==> src/hdl/wavh_pkg.sv <==
`timescale 1ns / 1ps
// Shared types, constants and table functions for the WAV header validator.
// Used by the capture unit, the check unit and the top level; depends on nothing.
package wavh_pkg;

	// Header geometry.
	localparam int HEADER_LENGTH = 44;
	localparam int POS_W         = $clog2(HEADER_LENGTH + 1);

	// Serial remainder unit: one dividend bit per step.
	localparam int DIV_STEPS = 32;
	localparam int STEP_W    = $clog2(DIV_STEPS);

	// Configuration register indexes and reset values.
	localparam logic REG_RATE  = 1'b0;
	localparam logic REG_DEPTH = 1'b1;
	localparam logic [31:0] RATE_RESET  = 32'd16000;
	localparam logic [15:0] DEPTH_RESET = 16'd16;

	// Fixed header values that enter the final checks.
	localparam logic [31:0] RIFF_OVERHEAD = 32'd8;
	localparam logic [15:0] CHANNELS_MONO   = 16'd1;
	localparam logic [15:0] CHANNELS_STEREO = 16'd2;

	// Snapshot of the captured header, as it stands after the current byte.
	typedef struct packed {
		logic        full;
		logic        good;
		logic [31:0] riff_length;
		logic [31:0] rate;
		logic [15:0] channels;
		logic [15:0] align;
		logic [15:0] bits;
		logic [31:0] data_length;
	} cap_t;

	// One verdict with its decoded fields.
	typedef struct packed {
		logic        ok;
		logic [31:0] payload_bytes;
		logic [31:0] rate_hz;
		logic [1:0]  channel_count;
		logic [15:0] sample_bits;
	} res_t;

	// True where the header byte at this position has a fixed value.
	function automatic logic check_byte(input logic [POS_W-1:0] pos);
		logic hit;
		hit = 1'b0;
		case (pos) inside
			[6'd0:6'd3], [6'd8:6'd21], [6'd36:6'd39]: hit = 1'b1;
			default: hit = 1'b0;
		endcase
		return hit;
	endfunction

	// The fixed value of the header byte at this position.
	function automatic logic [7:0] want_byte(input logic [POS_W-1:0] pos);
		logic [7:0] b;
		b = 8'h00;
		case (pos)
			6'd0:  b = "R";
			6'd1:  b = "I";
			6'd2:  b = "F";
			6'd3:  b = "F";
			6'd8:  b = "W";
			6'd9:  b = "A";
			6'd10: b = "V";
			6'd11: b = "E";
			6'd12: b = "f";
			6'd13: b = "m";
			6'd14: b = "t";
			6'd15: b = " ";
			6'd16: b = 8'd16;
			6'd20: b = 8'd1;
			6'd36: b = "d";
			6'd37: b = "a";
			6'd38: b = "t";
			6'd39: b = "a";
			default: b = 8'h00;
		endcase
		return b;
	endfunction

endpackage

==> src/hdl/wavh_if.sv <==
`timescale 1ns / 1ps
// Valid/ready channel interfaces for header bytes and verdicts.
// Depends on nothing but the language.
interface wavh_hdr_if;
	logic        valid;
	logic        ready;
	logic [7:0]  header_byte;
	logic        final_byte;
	logic [63:0] total_file_size;

	modport source (output valid, header_byte, final_byte, total_file_size, input ready);
	modport sink   (input valid, header_byte, final_byte, total_file_size, output ready);
endinterface

interface wavh_res_if;
	logic        valid;
	logic        ready;
	logic        header_ok;
	logic [31:0] payload_bytes;
	logic [31:0] rate_hz;
	logic [1:0]  channel_count;
	logic [15:0] sample_bits;

	modport source (output valid, header_ok, payload_bytes, rate_hz, channel_count,
		sample_bits, input ready);
	modport sink   (input valid, header_ok, payload_bytes, rate_hz, channel_count,
		sample_bits, output ready);
endinterface

==> src/hdl/wav_header_validator_top.sv <==
`timescale 1ns / 1ps
// Top level of the WAV header validator: configuration registers, the
// output register and the capture and check units. Depends on wavh_pkg and wavh_if.
//
// Usage: header bytes arrive on the hdr channel in file order, one per
// transfer, with final_byte set and total_file_size valid on the last one.
// Bytes after the 44th are counted out and ignored. A transfer with final_byte
// set produces exactly one verdict on the res channel. The verdict passes through
// a setup state, the steps of the bit-serial remainder unit that tests the data
// length against the block alignment, a done state and the output register.
// While the check runs, hdr.ready is low; bytes of the next header are taken again
// as soon as the verdict has moved to the output register, even if res.ready is
// low. If res.ready stays low and a second verdict is complete, the check unit
// holds it and hdr.ready stays low until the first verdict is taken.
// Reset clears the byte position, the capture and the output valid flag, and
// sets expected_rate to 16000 and expected_depth to 16. The APB port at byte
// address 0 holds expected_rate and at 4 expected_depth; write only while idle.
module wav_header_validator_top (
	input  logic              clk,
	input  logic              arst_n,
	wavh_hdr_if.sink          hdr,
	wavh_res_if.source        res,
	input  logic              psel,
	input  logic              penable,
	input  logic              pwrite,
	input  logic [2:0]        paddr,
	input  logic [31:0]       pwdata,
	output logic [31:0]       prdata,
	output logic              pready
);

	logic [31:0]     exp_rate_q;
	logic [15:0]     exp_depth_q;
	logic            out_valid_q;
	wavh_pkg::res_t  out_q;

	logic            hdr_take;
	logic            launch;
	logic            chk_busy;
	logic            chk_valid;
	logic            chk_take;
	wavh_pkg::cap_t  snap;
	wavh_pkg::res_t  chk_res;

	assign pready = 1'b1;

	// Configuration writes.
	always_ff @(posedge clk or negedge arst_n) begin
		if (!arst_n) begin
			exp_rate_q  <= wavh_pkg::RATE_RESET;
			exp_depth_q <= wavh_pkg::DEPTH_RESET;
		end else if (psel && penable && pwrite && pready) begin
			unique case (paddr[2])
				wavh_pkg::REG_RATE:  exp_rate_q  <= pwdata;
				wavh_pkg::REG_DEPTH: exp_depth_q <= pwdata[15:0];
				default: ;
			endcase
		end
	end

	// Configuration reads.
	always_comb begin
		unique case (paddr[2])
			wavh_pkg::REG_RATE:  prdata = exp_rate_q;
			wavh_pkg::REG_DEPTH: prdata = {16'd0, exp_depth_q};
			default:             prdata = '0;
		endcase
	end

	// Input transfers are taken whenever the check unit is free.
	assign hdr.ready = !chk_busy;
	assign hdr_take  = hdr.valid && hdr.ready;
	assign launch    = hdr_take && hdr.final_byte;

	wavh_capture u_capture (
		.clk         (clk),
		.arst_n      (arst_n),
		.take        (hdr_take),
		.header_byte (hdr.header_byte),
		.final_byte  (hdr.final_byte),
		.snap        (snap)
	);

	wavh_check u_check (
		.clk        (clk),
		.arst_n     (arst_n),
		.launch     (launch),
		.snap       (snap),
		.total_size (hdr.total_file_size),
		.exp_rate   (exp_rate_q),
		.exp_depth  (exp_depth_q),
		.busy       (chk_busy),
		.res_valid  (chk_valid),
		.res_take   (chk_take),
		.res        (chk_res)
	);

	// Output register between the check unit and the receiver.
	assign chk_take = chk_valid && (!out_valid_q || res.ready);

	always_ff @(posedge clk or negedge arst_n) begin
		if (!arst_n) begin
			out_valid_q <= 1'b0;
		end else if (chk_take) begin
			out_valid_q <= 1'b1;
		end else if (res.ready) begin
			out_valid_q <= 1'b0;
		end
	end

	always_ff @(posedge clk) begin
		if (chk_take) begin
			out_q <= chk_res;
		end
	end

	assign res.valid         = out_valid_q;
	assign res.header_ok     = out_q.ok;
	assign res.payload_bytes = out_q.payload_bytes;
	assign res.rate_hz       = out_q.rate_hz;
	assign res.channel_count = out_q.channel_count;
	assign res.sample_bits   = out_q.sample_bits;

`ifndef SYNTHESIS
	a_no_take_busy: assert property (@(posedge clk) disable iff (!arst_n)
		chk_busy |-> !hdr.ready)
		else $error("header byte taken while the check unit is busy");
	a_out_loaded: assert property (@(posedge clk) disable iff (!arst_n)
		chk_take |=> res.valid)
		else $error("verdict left the check unit but the output is empty");
	a_no_overwrite: assert property (@(posedge clk) disable iff (!arst_n)
		(res.valid && !res.ready) |-> !chk_take)
		else $error("pending verdict overwritten");
`endif

endmodule

==> src/hdl/wavh_capture.sv <==
`timescale 1ns / 1ps
// Byte-serial capture of the header fields and the magic/format check.
// Depends on wavh_pkg.
module wavh_capture (
	input  logic                      clk,
	input  logic                      arst_n,
	input  logic                      take,
	input  logic [7:0]                header_byte,
	input  logic                      final_byte,
	output wavh_pkg::cap_t            snap
);

	logic [wavh_pkg::POS_W-1:0] pos_q;
	logic                       good_q;
	logic [31:0]                riff_q;
	logic [31:0]                rate_q;
	logic [15:0]                chan_q;
	logic [15:0]                align_q;
	logic [15:0]                bits_q;
	logic [31:0]                dlen_q;

	logic                       in_header;
	logic [4:0]                 lane32;
	logic [3:0]                 lane16;

	assign in_header = (pos_q < wavh_pkg::POS_W'(wavh_pkg::HEADER_LENGTH));
	assign lane32    = {pos_q[1:0], 3'b000};
	assign lane16    = {pos_q[0], 3'b000};

	// The header as it stands once the current byte has been merged in.
	always_comb begin
		snap.full        = (pos_q >= wavh_pkg::POS_W'(wavh_pkg::HEADER_LENGTH - 1));
		snap.good        = good_q;
		snap.riff_length = riff_q;
		snap.rate        = rate_q;
		snap.channels    = chan_q;
		snap.align       = align_q;
		snap.bits        = bits_q;
		snap.data_length = dlen_q;
		if (in_header) begin
			if (wavh_pkg::check_byte(pos_q) && (header_byte != wavh_pkg::want_byte(pos_q))) begin
				snap.good = 1'b0;
			end
			case (pos_q) inside
				[6'd4:6'd7]:   snap.riff_length[lane32 +: 8] = header_byte;
				[6'd22:6'd23]: snap.channels[lane16 +: 8]    = header_byte;
				[6'd24:6'd27]: snap.rate[lane32 +: 8]        = header_byte;
				[6'd32:6'd33]: snap.align[lane16 +: 8]       = header_byte;
				[6'd34:6'd35]: snap.bits[lane16 +: 8]        = header_byte;
				[6'd40:6'd43]: snap.data_length[lane32 +: 8] = header_byte;
				default: ;
			endcase
		end
	end

	// Position counter and field registers; everything clears when a final byte is taken.
	always_ff @(posedge clk or negedge arst_n) begin
		if (!arst_n) begin
			pos_q   <= '0;
			good_q  <= 1'b1;
			riff_q  <= '0;
			rate_q  <= '0;
			chan_q  <= '0;
			align_q <= '0;
			bits_q  <= '0;
			dlen_q  <= '0;
		end else if (take) begin
			if (final_byte) begin
				pos_q   <= '0;
				good_q  <= 1'b1;
				riff_q  <= '0;
				rate_q  <= '0;
				chan_q  <= '0;
				align_q <= '0;
				bits_q  <= '0;
				dlen_q  <= '0;
			end else begin
				if (in_header) begin
					pos_q <= pos_q + 1'b1;
				end
				good_q  <= snap.good;
				riff_q  <= snap.riff_length;
				rate_q  <= snap.rate;
				chan_q  <= snap.channels;
				align_q <= snap.align;
				bits_q  <= snap.bits;
				dlen_q  <= snap.data_length;
			end
		end
	end

endmodule

==> src/hdl/wavh_check.sv <==
`timescale 1ns / 1ps
// Final checks on a captured header, with a bit-serial remainder unit for
// the block alignment test. Depends on wavh_pkg.
module wavh_check (
	input  logic                 clk,
	input  logic                 arst_n,
	input  logic                 launch,
	input  wavh_pkg::cap_t       snap,
	input  logic [63:0]          total_size,
	input  logic [31:0]          exp_rate,
	input  logic [15:0]          exp_depth,
	output logic                 busy,
	output logic                 res_valid,
	input  logic                 res_take,
	output wavh_pkg::res_t       res
);

	localparam logic [1:0] ST_IDLE  = 2'd0;
	localparam logic [1:0] ST_SETUP = 2'd1;
	localparam logic [1:0] ST_RUN   = 2'd2;
	localparam logic [1:0] ST_DONE  = 2'd3;

	logic [1:0]                  state_q;
	logic [wavh_pkg::STEP_W-1:0] step_q;
	wavh_pkg::cap_t              cap_q;
	logic [63:0]                 fsize_q;
	logic                        pre_ok_q;
	logic                        size_a_q;
	logic                        size_b_q;
	logic [15:0]                 div_q;
	logic [15:0]                 rem_q;
	logic [31:0]                 shift_q;

	logic [15:0] align_needed;
	logic [16:0] trial;
	logic [16:0] trial_sub;
	logic        verdict_ok;

	// Alignment implied by the channel count and sample width.
	always_comb begin
		if (cap_q.channels == wavh_pkg::CHANNELS_STEREO) begin
			align_needed = {cap_q.bits[15:3], 3'b000} >> 2;
		end else begin
			align_needed = {3'b000, cap_q.bits[15:3]};
		end
	end

	// One restoring step: bring in the next dividend bit and subtract if it fits.
	assign trial     = {rem_q, shift_q[31]};
	assign trial_sub = trial - {1'b0, div_q};

	assign verdict_ok = pre_ok_q && size_a_q && size_b_q && (rem_q == '0);

	// Sequencer for setup, the remainder steps and the held verdict.
	always_ff @(posedge clk or negedge arst_n) begin
		if (!arst_n) begin
			state_q <= ST_IDLE;
			step_q  <= '0;
		end else begin
			unique case (state_q)
				ST_IDLE: begin
					if (launch) begin
						state_q <= ST_SETUP;
					end
				end
				ST_SETUP: begin
					state_q <= ST_RUN;
					step_q  <= '0;
				end
				ST_RUN: begin
					step_q <= step_q + 1'b1;
					if (step_q == wavh_pkg::STEP_W'(wavh_pkg::DIV_STEPS - 1)) begin
						state_q <= ST_DONE;
					end
				end
				ST_DONE: begin
					if (res_take) begin
						state_q <= ST_IDLE;
					end
				end
				default: state_q <= ST_IDLE;
			endcase
		end
	end

	// Datapath registers for the captured header and the partial results.
	always_ff @(posedge clk) begin
		if (state_q == ST_IDLE && launch) begin
			cap_q   <= snap;
			fsize_q <= total_size;
		end
		if (state_q == ST_SETUP) begin
			pre_ok_q <= cap_q.full && cap_q.good && (cap_q.data_length != '0)
				&& (cap_q.rate == exp_rate) && (cap_q.bits == exp_depth)
				&& ((cap_q.channels == wavh_pkg::CHANNELS_MONO)
					|| (cap_q.channels == wavh_pkg::CHANNELS_STEREO))
				&& (align_needed != '0) && (cap_q.align == align_needed);
			size_a_q <= (fsize_q == ({32'd0, cap_q.data_length}
				+ 64'(wavh_pkg::HEADER_LENGTH)));
			div_q    <= align_needed;
			rem_q    <= '0;
			shift_q  <= cap_q.data_length;
		end
		if (state_q == ST_RUN) begin
			if (step_q == '0) begin
				size_b_q <= (fsize_q == ({32'd0, cap_q.riff_length}
					+ {32'd0, wavh_pkg::RIFF_OVERHEAD}));
			end
			if (trial >= {1'b0, div_q}) begin
				rem_q <= trial_sub[15:0];
			end else begin
				rem_q <= trial[15:0];
			end
			shift_q <= {shift_q[30:0], 1'b0};
		end
	end

	// Verdict, with the decoded fields forced to zero on failure.
	always_comb begin
		res.ok            = verdict_ok;
		res.payload_bytes = verdict_ok ? cap_q.data_length : '0;
		res.rate_hz       = verdict_ok ? cap_q.rate : '0;
		res.channel_count = verdict_ok ? cap_q.channels[1:0] : '0;
		res.sample_bits   = verdict_ok ? cap_q.bits : '0;
	end

	assign busy      = (state_q != ST_IDLE);
	assign res_valid = (state_q == ST_DONE);

`ifndef SYNTHESIS
	a_launch_setup: assert property (@(posedge clk) disable iff (!arst_n)
		(state_q == ST_IDLE && launch) |=> (state_q == ST_SETUP))
		else $error("check unit did not start after a final byte");
	a_run_length: assert property (@(posedge clk) disable iff (!arst_n)
		(state_q == ST_RUN && step_q == wavh_pkg::STEP_W'(wavh_pkg::DIV_STEPS - 1))
		|=> (state_q == ST_DONE))
		else $error("remainder steps did not end in the verdict state");
	a_rem_bound: assert property (@(posedge clk) disable iff (!arst_n)
		(state_q == ST_RUN && div_q != '0) |-> (rem_q < div_q))
		else $error("partial remainder not below the divisor");
	a_fail_zero: assert property (@(posedge clk) disable iff (!arst_n)
		(res_valid && !res.ok) |-> (res.payload_bytes == '0 && res.rate_hz == '0
			&& res.channel_count == '0 && res.sample_bits == '0))
		else $error("failed verdict carries nonzero fields");
`endif

endmodule

==> src/flat_wrapper.sv <==
// flat-port wrapper written by rule: the top's interface ports become plain ports
module wav_header_validator_top_flat 
  (clk, arst_n, psel, penable, pwrite, paddr, pwdata, prdata, pready, hdr_valid, hdr_header_byte, hdr_final_byte, hdr_total_file_size, hdr_ready, res_valid, res_header_ok, res_payload_bytes, res_rate_hz, res_channel_count, res_sample_bits, res_ready);
  wavh_hdr_if hdr_i ();
  wavh_res_if res_i ();
  input  logic clk;
  input  logic arst_n;
  input  logic psel;
  input  logic penable;
  input  logic pwrite;
  input  logic [2:0] paddr;
  input  logic [31:0] pwdata;
  output logic [31:0] prdata;
  output logic pready;
  input wire logic [$bits(hdr_i.valid)-1:0] hdr_valid;
  input wire logic [$bits(hdr_i.header_byte)-1:0] hdr_header_byte;
  input wire logic [$bits(hdr_i.final_byte)-1:0] hdr_final_byte;
  input wire logic [$bits(hdr_i.total_file_size)-1:0] hdr_total_file_size;
  output wire logic [$bits(hdr_i.ready)-1:0] hdr_ready;
  output wire logic [$bits(res_i.valid)-1:0] res_valid;
  output wire logic [$bits(res_i.header_ok)-1:0] res_header_ok;
  output wire logic [$bits(res_i.payload_bytes)-1:0] res_payload_bytes;
  output wire logic [$bits(res_i.rate_hz)-1:0] res_rate_hz;
  output wire logic [$bits(res_i.channel_count)-1:0] res_channel_count;
  output wire logic [$bits(res_i.sample_bits)-1:0] res_sample_bits;
  input wire logic [$bits(res_i.ready)-1:0] res_ready;
  assign hdr_i.valid = hdr_valid;
  assign hdr_i.header_byte = hdr_header_byte;
  assign hdr_i.final_byte = hdr_final_byte;
  assign hdr_i.total_file_size = hdr_total_file_size;
  assign hdr_ready = hdr_i.ready;
  assign res_valid = res_i.valid;
  assign res_header_ok = res_i.header_ok;
  assign res_payload_bytes = res_i.payload_bytes;
  assign res_rate_hz = res_i.rate_hz;
  assign res_channel_count = res_i.channel_count;
  assign res_sample_bits = res_i.sample_bits;
  assign res_i.ready = res_ready;
  wav_header_validator_top u_core (.clk(clk), .arst_n(arst_n), .hdr(hdr_i), .res(res_i), .psel(psel), .penable(penable), .pwrite(pwrite), .paddr(paddr), .pwdata(pwdata), .prdata(prdata), .pready(pready));
endmodule
==> config.mk <==
export PLATFORM = sky130hd
export DESIGN_NAME = wav_header_validator_top_flat
export DESIGN_NICKNAME = d
export VERILOG_FILES = /design/src/hdl/wavh_pkg.sv /design/src/hdl/wavh_if.sv /design/src/hdl/wav_header_validator_top.sv /design/src/hdl/wavh_capture.sv /design/src/hdl/wavh_check.sv /design/src/flat_wrapper.sv
export SDC_FILE = /design/constraint.sdc
export NUM_CORES = 1
export LEC_CHECK = 0
export BUFFER_PORTS_ARGS = -buffer_cell sky130_fd_sc_hd__buf_4
export CORE_MARGIN = 2
export CORE_UTILIZATION = 37
export CTS_BUF_LIST = sky130_fd_sc_hd__clkbuf_4
export DETAILED_ROUTE_END_ITERATION = 7
export GPL_TIMING_DRIVEN = 0
export PLACE_DENSITY = 0.58
export SETUP_SLACK_MARGIN = 0.2
export SLEW_MARGIN = 20
export SYNTH_ARGS = -nofsm -noshare
export SYNTH_HDL_FRONTEND = slang
export SYNTH_HIERARCHICAL = 1
export SYNTH_SLANG_ARGS = --single-unit
==> constraint.sdc <==
create_clock -name clk -period 15.9 [get_ports clk]
set_input_delay 2.385 -clock clk [delete_from_list [all_inputs] [get_ports clk]]
set_output_delay 2.385 -clock clk [all_outputs]
set_load 0.01 [all_outputs]
==> metrics.md <==
| Metric | Value |
|---|---|
| Setup TNS | 0 ns |
| Final period utilization | 36.4% |
| Initial Util | 37.4% |
| Skew-Pair Late Insertion Delay | 0.99 ns |
| Total gr overflow | 0 |
| Clk_skew | 0.0647 ns |
| Pwr Density | 142 nW/um2 |
| Synth unique cells | 97 |
| Vias in the first global route | 19917 |
| Depth of the most critical reg-to-reg path | 6 |
| Ys flop type | edfxtp_1 |
| Vias | 19747 |
| Post-CTS Setup Bufs | 0 |
| Depth of the CTS H-tree | 4 |
| IO Pins | 233 |
| Hold Path Origin | u_core/u_capture/dlen_q[15] |
| Final Net Count | 2720 |
| Yosys synthesis warning count | 6 |
| DR DRC count | 0 |
| Seq/Total Area, Yosys | 59.4% |
| Fin Hold WS | 0.487 ns |
| Async set-reset flop share out of synthesis | 36.6% |
| First-pass GRT wire length | 123000 um |
| Largest net degree at the start of global routing | 90 |
| FF-to-FF setup slack | 12.20 ns |
| Die area | 74600 um2 |
| Share of cells above drive strength 1 | 25.4% |
| Hold Path Sink | u_core/u_capture/dlen_q[15] |
| WP data arrival | 3.40 ns |
| CTS Root Cell | clkbuf_4 |
| Initial DRC count | 1835 |
| Area of the multi-input gates | 10200 um2 |
| Critical path required time | 13.52 ns |
| Longest Clk Path Bufs | 3 |
| EDFF count, synth | 357 |
| Setup violators final | 0 |
| Drt wl/cell | 22.7 um |
| CTS resizes | 0 |
| Fin. max-slew vios | 0 |
| Total CTS buffers | 154 |
| Register Area | 15900 um2 |
| CTS tree | yes |
| GRT Overall Usage | 22.1% |
| Leakage power | 12.5 nW |
| Std cell rows | 98 |
| Worst Hold Class | reg2reg |
| Crit path kind | in2out |
| Syn Area/Cell | 12.3 um2 |
| Slew HR | 26.2% |
| Vias per cell | 5.40 |
| CTS Sinks | 565 |
| Fmax | 0.173 GHz |
| Hold path depth | 2 |
| CP Launch Type | input pin |
| Post-DP HPWL | 60500 um |
| Status | finished, final reports clean |
| Die outline width | 273 um |
| Syn Inst Count | 2184 |
| Core Region | 71600 um2 |
| Die Ht | 273 um |
| R2R Path Start | u_core/u_capture/pos_q[0] |
| Worst R2R End | u_core/u_check/cap_q[98] |
| Slew @ Worst Pin | 1.11 ns |
| GPL Wtd Cong | 0.942 |
| RSZ-0062 raised after global routing | false |
| Area growth syn-to-layout | 19.4% |
| Initial antenna violation count | 4 |
| Post-synthesis register bit count | 565 |
| Cell Area, Synth | 26800 um2 |
| Max-Cap Viols | 0 |
| CP max FO | 10 |
| Final number of hold-violating endpoints | 0 |
| PortBufs | 225 |
| # fillers | 6721 |
| Worst Setup End Kind | output pin |
| Hold_buf cts | 0 |
| Total Wirelength | 82800 um |
| Peak VDD IR | 100 uV |
| Clk pin slew, worst setup/hold paths | 0.06 ns |
| Min Tclk post-route | 5.79 ns |
| Syn_nets | 2333 |
| Drt first pass iters | 7 |
| Antenna Nets Post-Route | 0 |
per-layer routing:
layer	share of wire [%]	track usage (%)
met5	0	0
met1	43	29.7
met3	7.4	4.98
met2	47	35.1
met4	2.8	7.98
critical path, stage by stage:
cell	delay (ns)
buf_6	0.12
buf_2	0.33
mux2_2	0.41
buf_4	0.15
area by class of cell:
class                   count  share of cell area [%]
flip-flops and latches    565                    49.8
well taps                 950                    3.71
repair buffers            231                    5.82
plain buffers             110                    1.58
multi-input cells        1450                    31.8
clock buffers             238                    5.58
clock inverters            46                    1.00
inverters                  59                   0.692
diodes                      5                  0.0391
synthesized netlist by cell type, drive strengths merged, types with 8 or more instances:
master | n | area [um2]
o21ai | 186 | 935
nand3 | 44 | 230
nor2 | 69 | 274
a32o | 64 | 641
nor3b | 8 | 81.3
nand2 | 245 | 920
and3 | 21 | 138
xnor2 | 95 | 832
nand2b | 14 | 100
buf | 33 | 216
xor2 | 70 | 613
a211oi | 13 | 103
edfxtp | 357 | 10700
a22o | 72 | 631
clkbuf | 77 | 290
dfrtp | 199 | 4980
inv | 57 | 214
mux2 | 111 | 1360
dfstp | 8 | 210
nor4 | 48 | 345
nor3 | 27 | 150
o2bb2ai | 9 | 78.8
nor2b | 41 | 259
a21oi | 43 | 215
and2 | 86 | 538
nand4 | 36 | 255
ha | 33 | 413
o211ai | 8 | 65.1
mux2i | 9 | 90.1
worst max path at each step:
stage	from	end	slack, ns	depth (start not counted)
floorplan	hdr_valid	u_core/u_check/cap_q[0]	7.88	3
global placement	hdr_valid	u_core/u_check/fsize_q[57]	5.90	4
detailed placement	paddr[2]	prdata[3]	10.10	4
CTS	paddr[2]	prdata[3]	10.09	4
global route	paddr[2]	prdata[3]	10.08	4
finish	paddr[2]	prdata[3]	10.11	4
logic make-up after synthesis:
logic type	after synthesis	synth area share, %
and+or+nand+nor	677	13.5
muxes	120	5.42
xor gates and xnor gates	165	5.39
DFF	565	59.4
AOI/OAI and AO/OA	452	11.9
adders and majority gates	35	1.65
buffers and inverters	169	2.72
other	1	0.0140
metrics by stage:
step,area (um2),cells,power (mW),util (%),setup slack (ns)
final,32000,3654,4.55,44.7,10.11
after global routing,32000,3653,4.79,44.7,10.08
after CTS,32000,3649,4.59,44.7,10.09
after detailed placement,29900,3365,3.19,41.7,10.10
after global placement,29700,3359,3.18,41.5,5.90
after floorplan,26800,2184,2.74,-,7.88
state kept, by name (all words and copies together), names as in the netlist, 2 cells and up:
name	flops
u_core/u_check/shift_q	32
u_core/u_capture/rate_q	32
u_core/u_check/cap_q	146
u_core/exp_depth_q	16
u_core/u_capture/chan_q	16
u_core/res.channel_count	2
u_core/u_capture/bits_q	16
u_core/u_capture/pos_q	6
u_core/res.sample_bits	16
u_core/res.rate_hz	32
u_core/u_check/step_q	5
u_core/u_check/state_q	2
u_core/u_check/div_q	14
u_core/u_capture/dlen_q	32
u_core/u_check/rem_q	16
u_core/u_capture/align_q	16
u_core/res.payload_bytes	32
u_core/u_check/fsize_q	64
u_core/u_capture/riff_q	32
u_core/exp_rate_q	32
cells in the final DEF, fill, tap and decap left out, drive strengths merged, types with 8 or more instances in the layout:
master	instances
ha	33
a211oi	13
nor4	48
inv	61
clkinv	34
nand2b	14
o21ai	186
a22o	72
o211ai	8
nor2b	41
nand4	36
nand2	245
a21oi	43
xnor2	95
nand3	44
dfstp	8
nor3b	8
dfrtp	199
a32o	64
xor2	70
and2	86
o2bb2ai	9
clkbuf	315
nor3	27
and3	21
buf	264
mux2	111
nor2	69
mux2i	9
edfxtp	357
where the power goes:
part | internal (mW) | switching, mW | total, mW
sequential | 1.85 | 0.158 | 2.01
clock | 0.750 | 0.618 | 1.37
combinational | 0.445 | 0.725 | 1.17
total | 3.04 | 1.50 | 4.55
Note: power is estimated with default switching activity, not from simulation.
